<file path="config.mk">
export PLATFORM = sky130hd
export DESIGN_NAME = tick_task_scheduler_table_top_flat
export DESIGN_NICKNAME = d
export VERILOG_FILES = /design/src/rtl/core/tts_pkg.sv /design/src/rtl/core/tts_ifs.sv /design/src/rtl/core/tick_task_scheduler_table_top.sv /design/src/rtl/core/tts_entry_unit.sv /design/src/flat_wrapper.sv
export SDC_FILE = /design/constraint.sdc
export NUM_CORES = 1
export LEC_CHECK = 0
export BUFFER_PORTS_ARGS = -buffer_cell sky130_fd_sc_hd__buf_2
export CAP_MARGIN = 20
export CORE_ASPECT_RATIO = 1.1
export CORE_MARGIN = 10
export CORE_UTILIZATION = 30
export DETAILED_ROUTE_END_ITERATION = 8
export GPL_ROUTABILITY_DRIVEN = 0
export PLACE_DENSITY = 0.57
export SYNTH_ARGS = -nofsm -noshare
export SYNTH_HDL_FRONTEND = slang
export SYNTH_SLANG_ARGS = --single-unit
</file>
<file path="constraint.sdc">
create_clock -name clk -period 5.6 [get_ports clk]
set_clock_uncertainty 0.2 [all_clocks]
set_input_delay 0.56 -clock clk [delete_from_list [all_inputs] [get_ports clk]]
set_output_delay 0.56 -clock clk [all_outputs]
set_load 0.005 [all_outputs]
</file>
<file path="src/rtl/core/tts_pkg.sv">
// Package for the tick task scheduler table.
// Holds field widths, operation and status codes, and the table entry type.
// Used by the channel interfaces, the entry unit and the top level.
package tts_pkg;

  localparam int OpW         = 2;
  localparam int IdW         = 8;
  localparam int TickW       = 16;
  localparam int CountW      = 7;
  localparam int StatW       = 2;
  localparam int DefTableDepth = 8;

  typedef enum logic [OpW-1:0] {
    OP_SET      = 2'd0,
    OP_DELETE   = 2'd1,
    OP_TICK     = 2'd2,
    OP_DISPATCH = 2'd3
  } op_t;

  typedef enum logic [StatW-1:0] {
    ST_OK        = 2'd0,
    ST_FULL      = 2'd1,
    ST_NOT_FOUND = 2'd2,
    ST_NULL_ID   = 2'd3
  } status_t;

  typedef struct packed {
    logic [IdW-1:0]   id;
    logic [TickW-1:0] delay;
    logic [TickW-1:0] period;
    logic             ready;
  } entry_t;

  typedef struct packed {
    logic   match;
    logic   ready;
    logic   one_shot;
    entry_t upd;
  } eu_res_t;

endpackage

</file>
<file path="src/rtl/core/tts_ifs.sv">
// Channel interfaces for the tick task scheduler table.
// Depends on tts_pkg for the payload widths.
interface tts_in_if;
  logic                        valid;
  logic                        ready;
  logic [tts_pkg::OpW-1:0]     operation;
  logic [tts_pkg::IdW-1:0]     task_id;
  logic [tts_pkg::TickW-1:0]   delay_ticks;
  logic [tts_pkg::TickW-1:0]   period_ticks;

  modport source (output valid, operation, task_id, delay_ticks, period_ticks, input ready);
  modport sink (input valid, operation, task_id, delay_ticks, period_ticks, output ready);
endinterface

interface tts_out_if;
  logic                        valid;
  logic                        ready;
  logic [tts_pkg::IdW-1:0]     ready_task;
  logic                        task_valid;
  logic [tts_pkg::StatW-1:0]   status;
  logic [tts_pkg::CountW-1:0]  task_count;
  logic                        last;

  modport source (output valid, ready_task, task_valid, status, task_count, last, input ready);
  modport sink (input valid, ready_task, task_valid, status, task_count, last, output ready);
endinterface

</file>
<file path="src/rtl/core/tick_task_scheduler_table_top.sv">
// Top level of the tick task scheduler table: sequencer, entry memory and result register.
// Depends on tts_pkg, tts_in_if, tts_out_if and tts_entry_unit.
//
// Usage: in_ch carries one operation per transaction (set, delete, tick, dispatch).
// out_ch returns the results; the final result of an operation has last set.
// Set, delete and tick give one result; dispatch gives one result per ready task,
// or one empty result when no task is ready.
// The table sits in a memory with one write port and a registered read port, and one
// entry unit is reused for every entry visited. Each visited entry is read (S_RD),
// then checked and written back (S_CHK); removing an entry adds a tail read and a
// tail write. Set or delete stops scanning once it finds its id, and set or delete
// with id zero goes straight to S_FIN without visiting the table. For each task it
// runs, dispatch passes through S_POST, after a tail read and write for a one-shot
// task. in_ch.ready is high only between operations. The result register lets a new
// operation be accepted while the final result of the previous one still waits.
// When out_ch stalls, the sequencer waits before placing another result. After reset
// the table is empty; entry contents need no clearing since only entries below the
// task count are ever used.
module tick_task_scheduler_table_top #(
  parameter int TABLE_DEPTH = tts_pkg::DefTableDepth
) (
  input  logic           clk,
  input  logic           rst_n,
  tts_in_if.sink         in_ch,
  tts_out_if.source      out_ch
);

  localparam int IdxW = (TABLE_DEPTH > 1) ? $clog2(TABLE_DEPTH) : 1;
  localparam logic [tts_pkg::CountW-1:0] DepthC = tts_pkg::CountW'(TABLE_DEPTH);

  typedef enum logic [2:0] {
    S_IDLE,
    S_RD,
    S_CHK,
    S_TAIL_RD,
    S_TAIL_WR,
    S_POST,
    S_FIN
  } state_t;

  state_t                      state_r, state_nxt;
  tts_pkg::op_t                op_r, op_nxt;
  logic [tts_pkg::IdW-1:0]     id_r, id_nxt;
  logic [tts_pkg::TickW-1:0]   dly_r, dly_nxt;
  logic [tts_pkg::TickW-1:0]   per_r, per_nxt;
  logic [tts_pkg::CountW-1:0]  i_r, i_nxt;
  logic [tts_pkg::CountW-1:0]  count_r, count_nxt;
  tts_pkg::status_t            stat_r, stat_nxt;
  logic [tts_pkg::IdW-1:0]     run_id_r, run_id_nxt;
  logic                        pend_valid_r, pend_valid_nxt;
  logic [tts_pkg::IdW-1:0]     pend_id_r, pend_id_nxt;
  logic [tts_pkg::CountW-1:0]  pend_cnt_r, pend_cnt_nxt;
  logic                        out_valid_r, out_valid_nxt;
  logic [tts_pkg::IdW-1:0]     out_task_r, out_task_nxt;
  logic                        out_tv_r, out_tv_nxt;
  tts_pkg::status_t            out_stat_r, out_stat_nxt;
  logic [tts_pkg::CountW-1:0]  out_cnt_r, out_cnt_nxt;
  logic                        out_last_r, out_last_nxt;

  tts_pkg::entry_t             mem [TABLE_DEPTH];
  tts_pkg::entry_t             rd_data_r;
  logic [IdxW-1:0]             rd_addr;
  logic                        wr_en;
  logic [IdxW-1:0]             wr_addr;
  tts_pkg::entry_t             wr_data;

  tts_pkg::eu_res_t            eu;
  logic [tts_pkg::CountW-1:0]  tail;
  logic                        out_free;

  tts_entry_unit u_entry_unit (
    .ent    (rd_data_r),
    .op     (op_r),
    .key_id (id_r),
    .dly    (dly_r),
    .per    (per_r),
    .res    (eu)
  );

  always_ff @(posedge clk) begin
    if (wr_en) begin
      mem[wr_addr] <= wr_data;
    end
    rd_data_r <= mem[rd_addr];
  end

  assign tail     = count_r - tts_pkg::CountW'(1);
  assign out_free = !out_valid_r || out_ch.ready;

  always_comb begin
    state_nxt      = state_r;
    op_nxt         = op_r;
    id_nxt         = id_r;
    dly_nxt        = dly_r;
    per_nxt        = per_r;
    i_nxt          = i_r;
    count_nxt      = count_r;
    stat_nxt       = stat_r;
    run_id_nxt     = run_id_r;
    pend_valid_nxt = pend_valid_r;
    pend_id_nxt    = pend_id_r;
    pend_cnt_nxt   = pend_cnt_r;
    out_valid_nxt  = out_valid_r;
    out_task_nxt   = out_task_r;
    out_tv_nxt     = out_tv_r;
    out_stat_nxt   = out_stat_r;
    out_cnt_nxt    = out_cnt_r;
    out_last_nxt   = out_last_r;
    rd_addr        = i_r[IdxW-1:0];
    wr_en          = 1'b0;
    wr_addr        = i_r[IdxW-1:0];
    wr_data        = eu.upd;

    if (out_valid_r && out_ch.ready) begin
      out_valid_nxt = 1'b0;
    end

    case (state_r)
      S_IDLE: begin
        if (in_ch.valid) begin
          op_nxt         = tts_pkg::op_t'(in_ch.operation);
          id_nxt         = in_ch.task_id;
          dly_nxt        = in_ch.delay_ticks;
          per_nxt        = in_ch.period_ticks;
          i_nxt          = '0;
          pend_valid_nxt = 1'b0;
          stat_nxt       = tts_pkg::ST_OK;
          if ((in_ch.operation inside {tts_pkg::OP_SET, tts_pkg::OP_DELETE})
              && in_ch.task_id == '0) begin
            stat_nxt  = tts_pkg::ST_NULL_ID;
            state_nxt = S_FIN;
          end else begin
            state_nxt = S_RD;
          end
        end
      end
      S_RD: begin
        if (i_r < count_r) begin
          state_nxt = S_CHK;
        end else begin
          state_nxt = S_FIN;
          case (op_r)
            tts_pkg::OP_SET: begin
              if (count_r >= DepthC) begin
                stat_nxt = tts_pkg::ST_FULL;
              end else begin
                wr_en     = 1'b1;
                wr_addr   = count_r[IdxW-1:0];
                count_nxt = count_r + tts_pkg::CountW'(1);
              end
            end
            tts_pkg::OP_DELETE: begin
              stat_nxt = tts_pkg::ST_NOT_FOUND;
            end
            default: begin
              stat_nxt = tts_pkg::ST_OK;
            end
          endcase
        end
      end
      S_CHK: begin
        case (op_r)
          tts_pkg::OP_SET: begin
            if (eu.match) begin
              wr_en     = 1'b1;
              state_nxt = S_FIN;
            end else begin
              i_nxt     = i_r + tts_pkg::CountW'(1);
              state_nxt = S_RD;
            end
          end
          tts_pkg::OP_DELETE: begin
            if (eu.match) begin
              state_nxt = S_TAIL_RD;
            end else begin
              i_nxt     = i_r + tts_pkg::CountW'(1);
              state_nxt = S_RD;
            end
          end
          tts_pkg::OP_TICK: begin
            wr_en     = 1'b1;
            i_nxt     = i_r + tts_pkg::CountW'(1);
            state_nxt = S_RD;
          end
          default: begin
            if (eu.ready) begin
              run_id_nxt = rd_data_r.id;
              if (eu.one_shot) begin
                state_nxt = S_TAIL_RD;
              end else begin
                wr_en     = 1'b1;
                state_nxt = S_POST;
              end
            end else begin
              i_nxt     = i_r + tts_pkg::CountW'(1);
              state_nxt = S_RD;
            end
          end
        endcase
      end
      S_TAIL_RD: begin
        rd_addr   = tail[IdxW-1:0];
        state_nxt = S_TAIL_WR;
      end
      S_TAIL_WR: begin
        wr_en     = 1'b1;
        wr_data   = rd_data_r;
        count_nxt = tail;
        state_nxt = (op_r == tts_pkg::OP_DELETE) ? S_FIN : S_POST;
      end
      S_POST: begin
        if (!pend_valid_r || out_free) begin
          if (pend_valid_r) begin
            out_valid_nxt = 1'b1;
            out_task_nxt  = pend_id_r;
            out_tv_nxt    = 1'b1;
            out_stat_nxt  = tts_pkg::ST_OK;
            out_cnt_nxt   = pend_cnt_r;
            out_last_nxt  = 1'b0;
          end
          pend_valid_nxt = 1'b1;
          pend_id_nxt    = run_id_r;
          pend_cnt_nxt   = count_r;
          i_nxt          = i_r + tts_pkg::CountW'(1);
          state_nxt      = S_RD;
        end
      end
      S_FIN: begin
        if (out_free) begin
          out_valid_nxt = 1'b1;
          out_task_nxt  = pend_valid_r ? pend_id_r : '0;
          out_tv_nxt    = pend_valid_r;
          out_stat_nxt  = stat_r;
          out_cnt_nxt   = pend_valid_r ? pend_cnt_r : count_r;
          out_last_nxt  = 1'b1;
          state_nxt     = S_IDLE;
        end
      end
      default: begin
        state_nxt = S_IDLE;
      end
    endcase
  end

  always_ff @(posedge clk) begin
    if (!rst_n) begin
      state_r      <= S_IDLE;
      count_r      <= '0;
      pend_valid_r <= 1'b0;
      out_valid_r  <= 1'b0;
    end else begin
      state_r      <= state_nxt;
      count_r      <= count_nxt;
      pend_valid_r <= pend_valid_nxt;
      out_valid_r  <= out_valid_nxt;
    end
    op_r       <= op_nxt;
    id_r       <= id_nxt;
    dly_r      <= dly_nxt;
    per_r      <= per_nxt;
    i_r        <= i_nxt;
    stat_r     <= stat_nxt;
    run_id_r   <= run_id_nxt;
    pend_id_r  <= pend_id_nxt;
    pend_cnt_r <= pend_cnt_nxt;
    out_task_r <= out_task_nxt;
    out_tv_r   <= out_tv_nxt;
    out_stat_r <= out_stat_nxt;
    out_cnt_r  <= out_cnt_nxt;
    out_last_r <= out_last_nxt;
  end

  assign in_ch.ready       = (state_r == S_IDLE);
  assign out_ch.valid      = out_valid_r;
  assign out_ch.ready_task = out_task_r;
  assign out_ch.task_valid = out_tv_r;
  assign out_ch.status     = out_stat_r;
  assign out_ch.task_count = out_cnt_r;
  assign out_ch.last       = out_last_r;

  a_count_in_range: assert property (@(posedge clk) disable iff (!rst_n)
    count_r <= DepthC)
    else $error("task count exceeds table depth");

  a_busy_after_accept: assert property (@(posedge clk) disable iff (!rst_n)
    (in_ch.valid && in_ch.ready) |=> !in_ch.ready)
    else $error("input accepted while an operation is in progress");

  a_task_result_ok: assert property (@(posedge clk) disable iff (!rst_n)
    (out_ch.valid && out_ch.task_valid) |-> (out_ch.status == tts_pkg::ST_OK))
    else $error("dispatched task carries a non-ok status");

endmodule

</file>
<file path="src/rtl/core/tts_entry_unit.sv">
// Shared entry unit: id compare, flag tests and one decrementer for a table entry.
// Produces the updated entry for set, tick and dispatch. Depends on tts_pkg.
module tts_entry_unit (
  input  tts_pkg::entry_t                ent,
  input  tts_pkg::op_t                   op,
  input  logic [tts_pkg::IdW-1:0]        key_id,
  input  logic [tts_pkg::TickW-1:0]      dly,
  input  logic [tts_pkg::TickW-1:0]      per,
  output tts_pkg::eu_res_t               res
);

  logic                      delay_zero;
  logic [tts_pkg::TickW-1:0] dec_src;
  logic [tts_pkg::TickW-1:0] dec;

  assign delay_zero = (ent.delay == '0);
  assign dec_src    = (op == tts_pkg::OP_TICK) ? ent.delay : ent.period;
  assign dec        = dec_src - tts_pkg::TickW'(1);

  always_comb begin
    res.match    = (ent.id == key_id);
    res.ready    = ent.ready;
    res.one_shot = (ent.period == '0);
    res.upd      = ent;
    case (op)
      tts_pkg::OP_SET: begin
        res.upd.id     = key_id;
        res.upd.delay  = dly;
        res.upd.period = per;
        res.upd.ready  = 1'b0;
      end
      tts_pkg::OP_TICK: begin
        if (delay_zero) begin
          res.upd.ready = 1'b1;
        end else begin
          res.upd.delay = dec;
        end
      end
      tts_pkg::OP_DISPATCH: begin
        res.upd.ready = 1'b0;
        if (delay_zero) begin
          res.upd.delay = dec;
        end
      end
      default: begin
        res.upd = ent;
      end
    endcase
  end

endmodule

</file>
<file path="src/flat_wrapper.sv">
// flat-port wrapper written by rule: the top's interface ports become plain ports
module tick_task_scheduler_table_top_flat 
#(
  parameter int TABLE_DEPTH = tts_pkg::DefTableDepth
)
  (clk, rst_n, in_ch_valid, in_ch_operation, in_ch_task_id, in_ch_delay_ticks, in_ch_period_ticks, in_ch_ready, out_ch_valid, out_ch_ready_task, out_ch_task_valid, out_ch_status, out_ch_task_count, out_ch_last, out_ch_ready);
  tts_in_if in_ch_i ();
  tts_out_if out_ch_i ();
  input  logic clk;
  input  logic rst_n;
  input wire logic [$bits(in_ch_i.valid)-1:0] in_ch_valid;
  input wire logic [$bits(in_ch_i.operation)-1:0] in_ch_operation;
  input wire logic [$bits(in_ch_i.task_id)-1:0] in_ch_task_id;
  input wire logic [$bits(in_ch_i.delay_ticks)-1:0] in_ch_delay_ticks;
  input wire logic [$bits(in_ch_i.period_ticks)-1:0] in_ch_period_ticks;
  output wire logic [$bits(in_ch_i.ready)-1:0] in_ch_ready;
  output wire logic [$bits(out_ch_i.valid)-1:0] out_ch_valid;
  output wire logic [$bits(out_ch_i.ready_task)-1:0] out_ch_ready_task;
  output wire logic [$bits(out_ch_i.task_valid)-1:0] out_ch_task_valid;
  output wire logic [$bits(out_ch_i.status)-1:0] out_ch_status;
  output wire logic [$bits(out_ch_i.task_count)-1:0] out_ch_task_count;
  output wire logic [$bits(out_ch_i.last)-1:0] out_ch_last;
  input wire logic [$bits(out_ch_i.ready)-1:0] out_ch_ready;
  assign in_ch_i.valid = in_ch_valid;
  assign in_ch_i.operation = in_ch_operation;
  assign in_ch_i.task_id = in_ch_task_id;
  assign in_ch_i.delay_ticks = in_ch_delay_ticks;
  assign in_ch_i.period_ticks = in_ch_period_ticks;
  assign in_ch_ready = in_ch_i.ready;
  assign out_ch_valid = out_ch_i.valid;
  assign out_ch_ready_task = out_ch_i.ready_task;
  assign out_ch_task_valid = out_ch_i.task_valid;
  assign out_ch_status = out_ch_i.status;
  assign out_ch_task_count = out_ch_i.task_count;
  assign out_ch_last = out_ch_i.last;
  assign out_ch_i.ready = out_ch_ready;
  tick_task_scheduler_table_top #(.TABLE_DEPTH(TABLE_DEPTH)) u_core (.clk(clk), .rst_n(rst_n), .in_ch(in_ch_i), .out_ch(out_ch_i));
endmodule
</file>
## Yosys cells after proc, flatten, opt, wreduce, memory -nomap -nowiden

Memories as Yosys holds them, arrays and structs flattened. A register that Yosys moved wholly into a read port is not among the register bits.
Cells that the tools add are included.

| cells by class | value |
|---|---|
| add/subtract/negate cells | 4 |
| $lt $le $gt $ge | 2 |
| equal/unequal tests | 21 |
| mux-type cells | 82 |
| bitwise operators | 1 |
| reduce and logical (&&, ||, !) cells | 30 |

Operator list:

| operator | count |
|---|---|
| $mux W7 | 11 |
| $mux W16 | 4 |
| $pmux W16 S3 | 1 |
| $pmux W7 S2 | 3 |
| $mux W41 | 1 |
| $mux W8 | 5 |
| $mux W3 | 13 |
| $logic_not A16 Y1 | 2 |
| $mux W1 | 21 |
| $pmux W3 S7 | 1 |
| $pmux W7 S3 | 1 |
| $mux W2 | 9 |
| $pmux W8 S2 | 1 |
| $sub A16 B1 Y16 const B | 1 |
| $add A7 B1 Y7 const B | 2 |
| $pmux W2 S2 | 3 |
| $reduce_and A4 Y1 | 3 |
| $pmux W1 S2 | 5 |
| $reduce_bool A2 Y1 | 5 |
| $eq A3 B3 Y1 const B | 3 |
| $pmux W3 S3 | 1 |
| $reduce_and A3 Y1 | 3 |
| $eq A8 B8 Y1 | 1 |
| $logic_not A8 Y1 | 1 |
| 24 further kinds | 39 |

| word-level totals | value |
|---|---|
| flip-flop bits (word level) | 105 |
| bits in writable memories | 328 |
| input bits | 46 |
| output and inout bits | 21 |
| word-level logic and storage cells | 159 |
| memories kept | 1 |

Memory list:

| name | words | bits a word | rd ports | clocked after Yosys merged registers in | wr ports | line | RTL |
|---|---|---|---|---|---|---|---|
| u_core.mem | 8 | 41 | 1 | 1 | 1 | tick_task_scheduler_table_top.sv:60 | `tts_pkg::entry_t mem [TABLE_DEPTH];` |

## Logic depth before layout (Yosys ltp)

| logic depth | value |
|---|---|
| word-level depth | 7 |
| gate-level depth with buffers | 13 |
| depth with buffers taken out | 10 |

## Cells and area by module

A second synthesis with hierarchy kept.

| unflattened totals | value |
|---|---|
| cells, all modules | 1188 |
| area total of the unflattened synthesis | 19631.3 µm² |

Modules (own cells, without submodules):

| module | instances | cells each | area each (µm²) |
|---|---|---|---|
| tick_task_scheduler_table_top | 1 | 982 | 18121.1 |
| tts_entry_unit | 1 | 206 | 1510.2 |

## Worst setup path after synthesis

OpenSTA, ideal clock, no wires.

| timing | value |
|---|---|
| kind | register to register |
| start point | register u_core.count_r[2] in the netlist's numbering |
| end point | memory u_core.mem[0][0] in the netlist's numbering (enable) |
| library setup time | 490 ps |
| data arrival time | 4703 ps |
| data required time | 4910 ps |
| path slack | 207 ps |
| cell stages (with the launch flop) | 10 |
| buffers on the path | 1 |
| period minus slack after synthesis | 5393 ps |
| cells stage by stage | dfxtp_1 clkbuf_1 inv_1 ha_1 nand2_1 o21ai_0 a41o_1 nand2_1 a21o_1 nor3_1 |

| on the way | value |
|---|---|
| word-level cells in the longest chain between the ends | 7 |
| elaborated cells on any way between the ends | 12 |

RTL lines:

| element | line | RTL |
|---|---|---|
| from (decl) | tick_task_scheduler_table_top.sv:47 | `logic [tts_pkg::CountW-1:0] count_r, count_nxt;` |
| from (signal assigned) | tick_task_scheduler_table_top.sv:253 | `count_r <= count_nxt;` |
| $ge A7 B4 Y1 | tick_task_scheduler_table_top.sv:144 | `if (count_r >= DepthC) begin` |
| $mux W1 | tick_task_scheduler_table_top.sv:144 |  |
| $mux W1 | tick_task_scheduler_table_top.sv:142 | `case (op_r)` |
| $mux W1 | tick_task_scheduler_table_top.sv:138 | `if (i_r < count_r) begin` |
| $pmux W1 S3 | tick_task_scheduler_table_top.sv:118 | `case (state_r)` |
| $mux W1 | tick_task_scheduler_table_top.sv:81 | `if (wr_en) begin` |
| $mux W1 (implied by the code) | tick_task_scheduler_table_top.sv:82 | `mem[wr_addr] <= wr_data;` |
| to (decl) | tick_task_scheduler_table_top.sv:60 |  |

Parallel ways exist; a longest one is shown, timed or not.

==> Implementation_results.wiki <==
{| class="wikitable"
! Metric !! Value
|-
| Async set-or-reset flop fraction in the synthesized netlist || 0
|-
| Flop-to-flop setup slack || 1.76 ns
|-
| Die extent in x || 263 um
|-
| Syn avg cell area || 13.4 um2
|-
| Global-route wire length before repair || 71.0 mm
|-
| Clock Latency Late Sink || 0.58 ns
|-
| Top cell types by occurrence after synthesis || 421 x sky130_fd_sc_hd__edfxtp_1, 293 x sky130_fd_sc_hd__nand2_1, 89 x sky130_fd_sc_hd__nand3_1, 53 x sky130_fd_sc_hd__dfxtp_1, 51 x sky130_fd_sc_hd__nor2b_1
|-
| Number of enable flip-flop cells after synthesis || 421
|-
| Most area-consuming cells after synthesis || sky130_fd_sc_hd__edfxtp_1 65%, sky130_fd_sc_hd__nand2_1 5.6%, sky130_fd_sc_hd__dfxtp_1 5.4%
|-
| YS warnings || 0
|-
| Number of unique standard cell types used by synthesis || 71
|-
| Die Y-Extent || 288 um
|-
| Launching element type of the critical path || flip-flop
|-
| Post-detailed-route via-to-cell ratio || 4.92
|-
| CTS root buffer || sky130_fd_sc_hd__clkbuf_16
|-
| Clock Power Share || 0.263
|-
| Critical Path Start || u_core.op_r[0]$_DFFE_PP_
|-
| Status || completed
|-
| Via count of the first global-routing pass || 12,000
|-
| Max-cap check violation count || 0
|-
| Worst flop-to-flop path startpoint || u_core.op_r[0]$_DFFE_PP_
|-
| Effective utilization at floorplan || 0.302
|-
| Count of fill cells added during filler insertion || 6,255
|-
| Final design utilization || 0.354
|-
| Arrival @ worst endpoint || 3.91 ns
|-
| Final critical-path setup slack || 1.76 ns
|-
| Worst setup EP type || flip-flop
|-
| Global router's overall resource usage || 0.118
|-
| Count of inserted antenna diode cells || 0
|-
| Flop and latch count out of synthesis || 474
|-
| Share of total power in combinational logic || 0.308
|-
| Sequential share of the synthesized area || 0.701
|-
| Measured slew at the worst slew-check pin || 1.11 ns
|-
| Final clock period utilization by the worst path || 0.686
|-
| Fraction of layout cells with a size suffix above 1 || 0.137
|-
| Core Footprint || 64,700 um2
|-
| Fin Hold WS || 0.0489 ns
|-
| Type of the worst setup path || flip-flop to flip-flop
|-
| Placed cells || 2,320
|-
| Final worst path period need || 3.84 ns
|-
| Critical Path End || u_core.mem[4][21]$_DFFE_PP_
|-
| Mapped cell area || 19,600 um2
|-
| Clock Path Buffers || 3
|-
| Mapped Nets || 1,524
|-
| Number of cells upsized or downsized after cts || 0
|-
| Setup WS pre-CTS || 1.84 ns
|-
| Required time reported for the critical path endpoint || 5.67 ns
|-
| Cell depth of the worst flop-to-flop path || 10
|-
| Starting DRC count in detailed routing || 1,091
|-
| Dominant cell type by area after synthesis || sky130_fd_sc_hd__edfxtp_1
|-
| Final routed wirelength across all metal layers || 45.7 mm
|-
| Count of antenna-violating nets left after detailed routing || 0
|-
| Maximum clock frequency || 260 MHz
|-
| Post-layout instance count excluding filler cells || 2,452
|-
| Number of nets in the layout || 1,624
|-
| Hold/Removal Path Class || input pin to flip-flop
|-
| Rel. slew slack || 0.260
|-
| Post-synthesis cell count || 1,462
|-
| Relative contribution of sequential cells to total power || 0.429
|-
| Layout overhead on the synthesized area || 17.1%
|-
| RSZ-0062 raised after global routing || no
|-
| Number of placement rows || 98
|-
| Total global routing overflow || 0
|-
| Net switching component of the power || 4.43 mW
|-
| Fraction of power spent switching nets || 0.347
|-
| Number of max-slew violations in the final report || 0
|-
| Most used flip-flop cell after synthesis || sky130_fd_sc_hd__edfxtp_1
|-
| Number of remaining DRC errors || 0
|-
| Clock transition at the registers of the reported paths || 0.06 ns
|-
| Area of the die || 75,800 um2
|-
| Non-Filler Cell Area, Final || 22,900 um2
|-
| Via count of the routed design || 12,100
|-
| H-Tree Level Count || 2
|-
| Int Power || 8.32 mW
|-
| Port Buffers || 66
|-
| First drt pass iteration count || 5
|-
| VDD IR max || 361 uV
|-
| Synth top area share || 0.647
|-
| DP HPWL || 26.5 mm
|-
| Power Density || 557 nW/um2
|-
| Endpoint of the lowest-slack register-to-register path || u_core.mem[4][21]$_DFFE_PP_
|-
| DR WL/cell || 18.7 um
|-
| Most frequently used cell type in the post-synthesis netlist || sky130_fd_sc_hd__edfxtp_1
|-
| Clock buffers created by TritonCTS || 48
|-
| Critical path peak fanout || 14
|-
| Setup-violating endpoint count in the final report || 0
|-
| Final Hold Violating Endpoints || 0
|-
| Total design power || 12.8 mW
|-
| Largest net degree at the start of global routing || 165
|-
| Number of ports placed on the die boundary || 67
|-
| Standby leakage power || 7.72 nW
|-
| Summed negative setup slack over all endpoints || 0 ns
|-
| Placed cell areas || 20,800 um2
|-
| Sinks on the clock net || 474
|-
| Number of antenna violations at the first check in global routing || 0
|-
| TritonCTS clock tree || yes
|}
## cells by family after synthesis
| family | Yosys count | synth area share |
|---|---|---|
| buf+inv | 99 | 0.0264 |
| flops | 474 | 0.701 |
| fa+ha+maj | 16 | 0.0102 |
| mux | 38 | 0.0210 |
| simple gates | 555 | 0.132 |
| xor+xnor | 36 | 0.0161 |
| compound gates | 244 | 0.0932 |
## timing repair
action	4_1_cts	5_1_grt
setup endpoints to repair	0	0
buffers inserted	0	0
hold endpoints to repair	41	0
hold buffers	41	0
## final cells by class
type | count | area [um2] | share of cell area
timing repair buffer | 128 | 948 | 0.0414
clock inverter | 22 | 272 | 0.0119
tap | 850 | 1060 | 0.0465
multi-input combinational | 889 | 5420 | 0.237
sequential | 474 | 13700 | 0.599
inverter | 21 | 78.8 | 0.00344
clock buffer | 68 | 1410 | 0.0615
## power groups by stage
stage | Sequential (mW) | Combinational [mW] | Clock (mW)
after floorplan | 5.30 | 2.95 | 0
after global placement | 5.52 | 3.85 | 0
after detailed placement | 5.54 | 3.92 | 0
after CTS | 5.47 | 3.96 | 3.45
after global routing | 5.53 | 4.38 | 3.58
final | 5.47 | 3.93 | 3.36
## sequential cells by signal, indices dropped and copies added (netlist names)
register and cells:
u_core.count_r 7, u_core.out_ch.last 1, u_core.run_id_r 8, u_core.out_ch.status 2, u_core.out_ch.task_valid 1, u_core.stat_r 2
u_core.pend_cnt_r 7, u_core.mem 328, u_core.pend_valid_r 1, u_core.i_r 7, u_core.out_ch.valid 1, u_core.dly_r 16
u_core.rd_data_r 41, u_core.op_r 2, u_core.out_ch.task_count 7, u_core.out_ch.ready_task 8, u_core.state_r 3, u_core.pend_id_r 8
u_core.per_r 16, u_core.id_r 8
## cell usage in the layout (no fill, tap or decap), types with 5 or more instances in the layout
master                          count
sky130_fd_sc_hd__a211oi_1          45
sky130_fd_sc_hd__a21oi_1           20
sky130_fd_sc_hd__a22oi_1           13
sky130_fd_sc_hd__a311oi_1          41
sky130_fd_sc_hd__a31o_1            40
sky130_fd_sc_hd__a31oi_1            9
sky130_fd_sc_hd__and3_1            10
sky130_fd_sc_hd__buf_2             66
sky130_fd_sc_hd__buf_4             16
sky130_fd_sc_hd__bufinv_16          6
sky130_fd_sc_hd__clkbuf_1           9
sky130_fd_sc_hd__clkbuf_16         50
sky130_fd_sc_hd__clkbuf_8           9
sky130_fd_sc_hd__clkinv_2          12
sky130_fd_sc_hd__dfxtp_1           53
sky130_fd_sc_hd__dlygate4sd3_1     41
sky130_fd_sc_hd__edfxtp_1         421
sky130_fd_sc_hd__ha_1              16
sky130_fd_sc_hd__inv_1             21
sky130_fd_sc_hd__mux2_2            24
sky130_fd_sc_hd__mux2i_1           13
sky130_fd_sc_hd__nand2_1          292
sky130_fd_sc_hd__nand2b_1           5
sky130_fd_sc_hd__nand3_1           89
sky130_fd_sc_hd__nand4_1            8
sky130_fd_sc_hd__nor2_1            39
sky130_fd_sc_hd__nor2b_1           51
sky130_fd_sc_hd__nor3_1            16
sky130_fd_sc_hd__nor3_2             8
sky130_fd_sc_hd__nor4_1             8
sky130_fd_sc_hd__o21ai_0           27
sky130_fd_sc_hd__o21ai_1            7
sky130_fd_sc_hd__o22ai_1            5
sky130_fd_sc_hd__xnor2_1           24
sky130_fd_sc_hd__xor2_1            12
## worst max-delay path, cell delays in order (launching register included)
cell and delay (ns):
sky130_fd_sc_hd__edfxtp_1 0.45, sky130_fd_sc_hd__inv_1 0.11, sky130_fd_sc_hd__ha_1 0.55, sky130_fd_sc_hd__mux2i_1 0.29, sky130_fd_sc_hd__ha_1 0.30, sky130_fd_sc_hd__nor4bb_1 0.39, sky130_fd_sc_hd__nor2_1 0.14, sky130_fd_sc_hd__xor2_1 0.16
sky130_fd_sc_hd__o21ai_0 0.16, sky130_fd_sc_hd__a32oi_1 0.12, sky130_fd_sc_hd__o21ai_0 0.64
## worst min path at each step
stage                                 startpoint                             to  slack (ns)  cells past startpoint
finish                        in_ch_operation[1]       u_core.op_r[1]$_DFFE_PP_        0.05                      1
floorplan           u_core.run_id_r[0]$_DFFE_PP_  u_core.pend_id_r[0]$_DFFE_PP_        0.20                      0
detailed placement  u_core.run_id_r[6]$_DFFE_PP_  u_core.pend_id_r[6]$_DFFE_PP_        0.21                      0
CTS                           in_ch_operation[1]       u_core.op_r[1]$_DFFE_PP_       0.005                      1
global route                  in_ch_operation[1]       u_core.op_r[1]$_DFFE_PP_        0.03                      1
global placement    u_core.run_id_r[0]$_DFFE_PP_  u_core.pend_id_r[0]$_DFFE_PP_        0.20                      0
## per-layer routing
metal	GRT usage	routed length, um
met4	0.0404	1090
met3	0.0290	3140
met5	0	0
met2	0.192	21300
met1	0.152	20200
(Power assumes the default switching activity.)
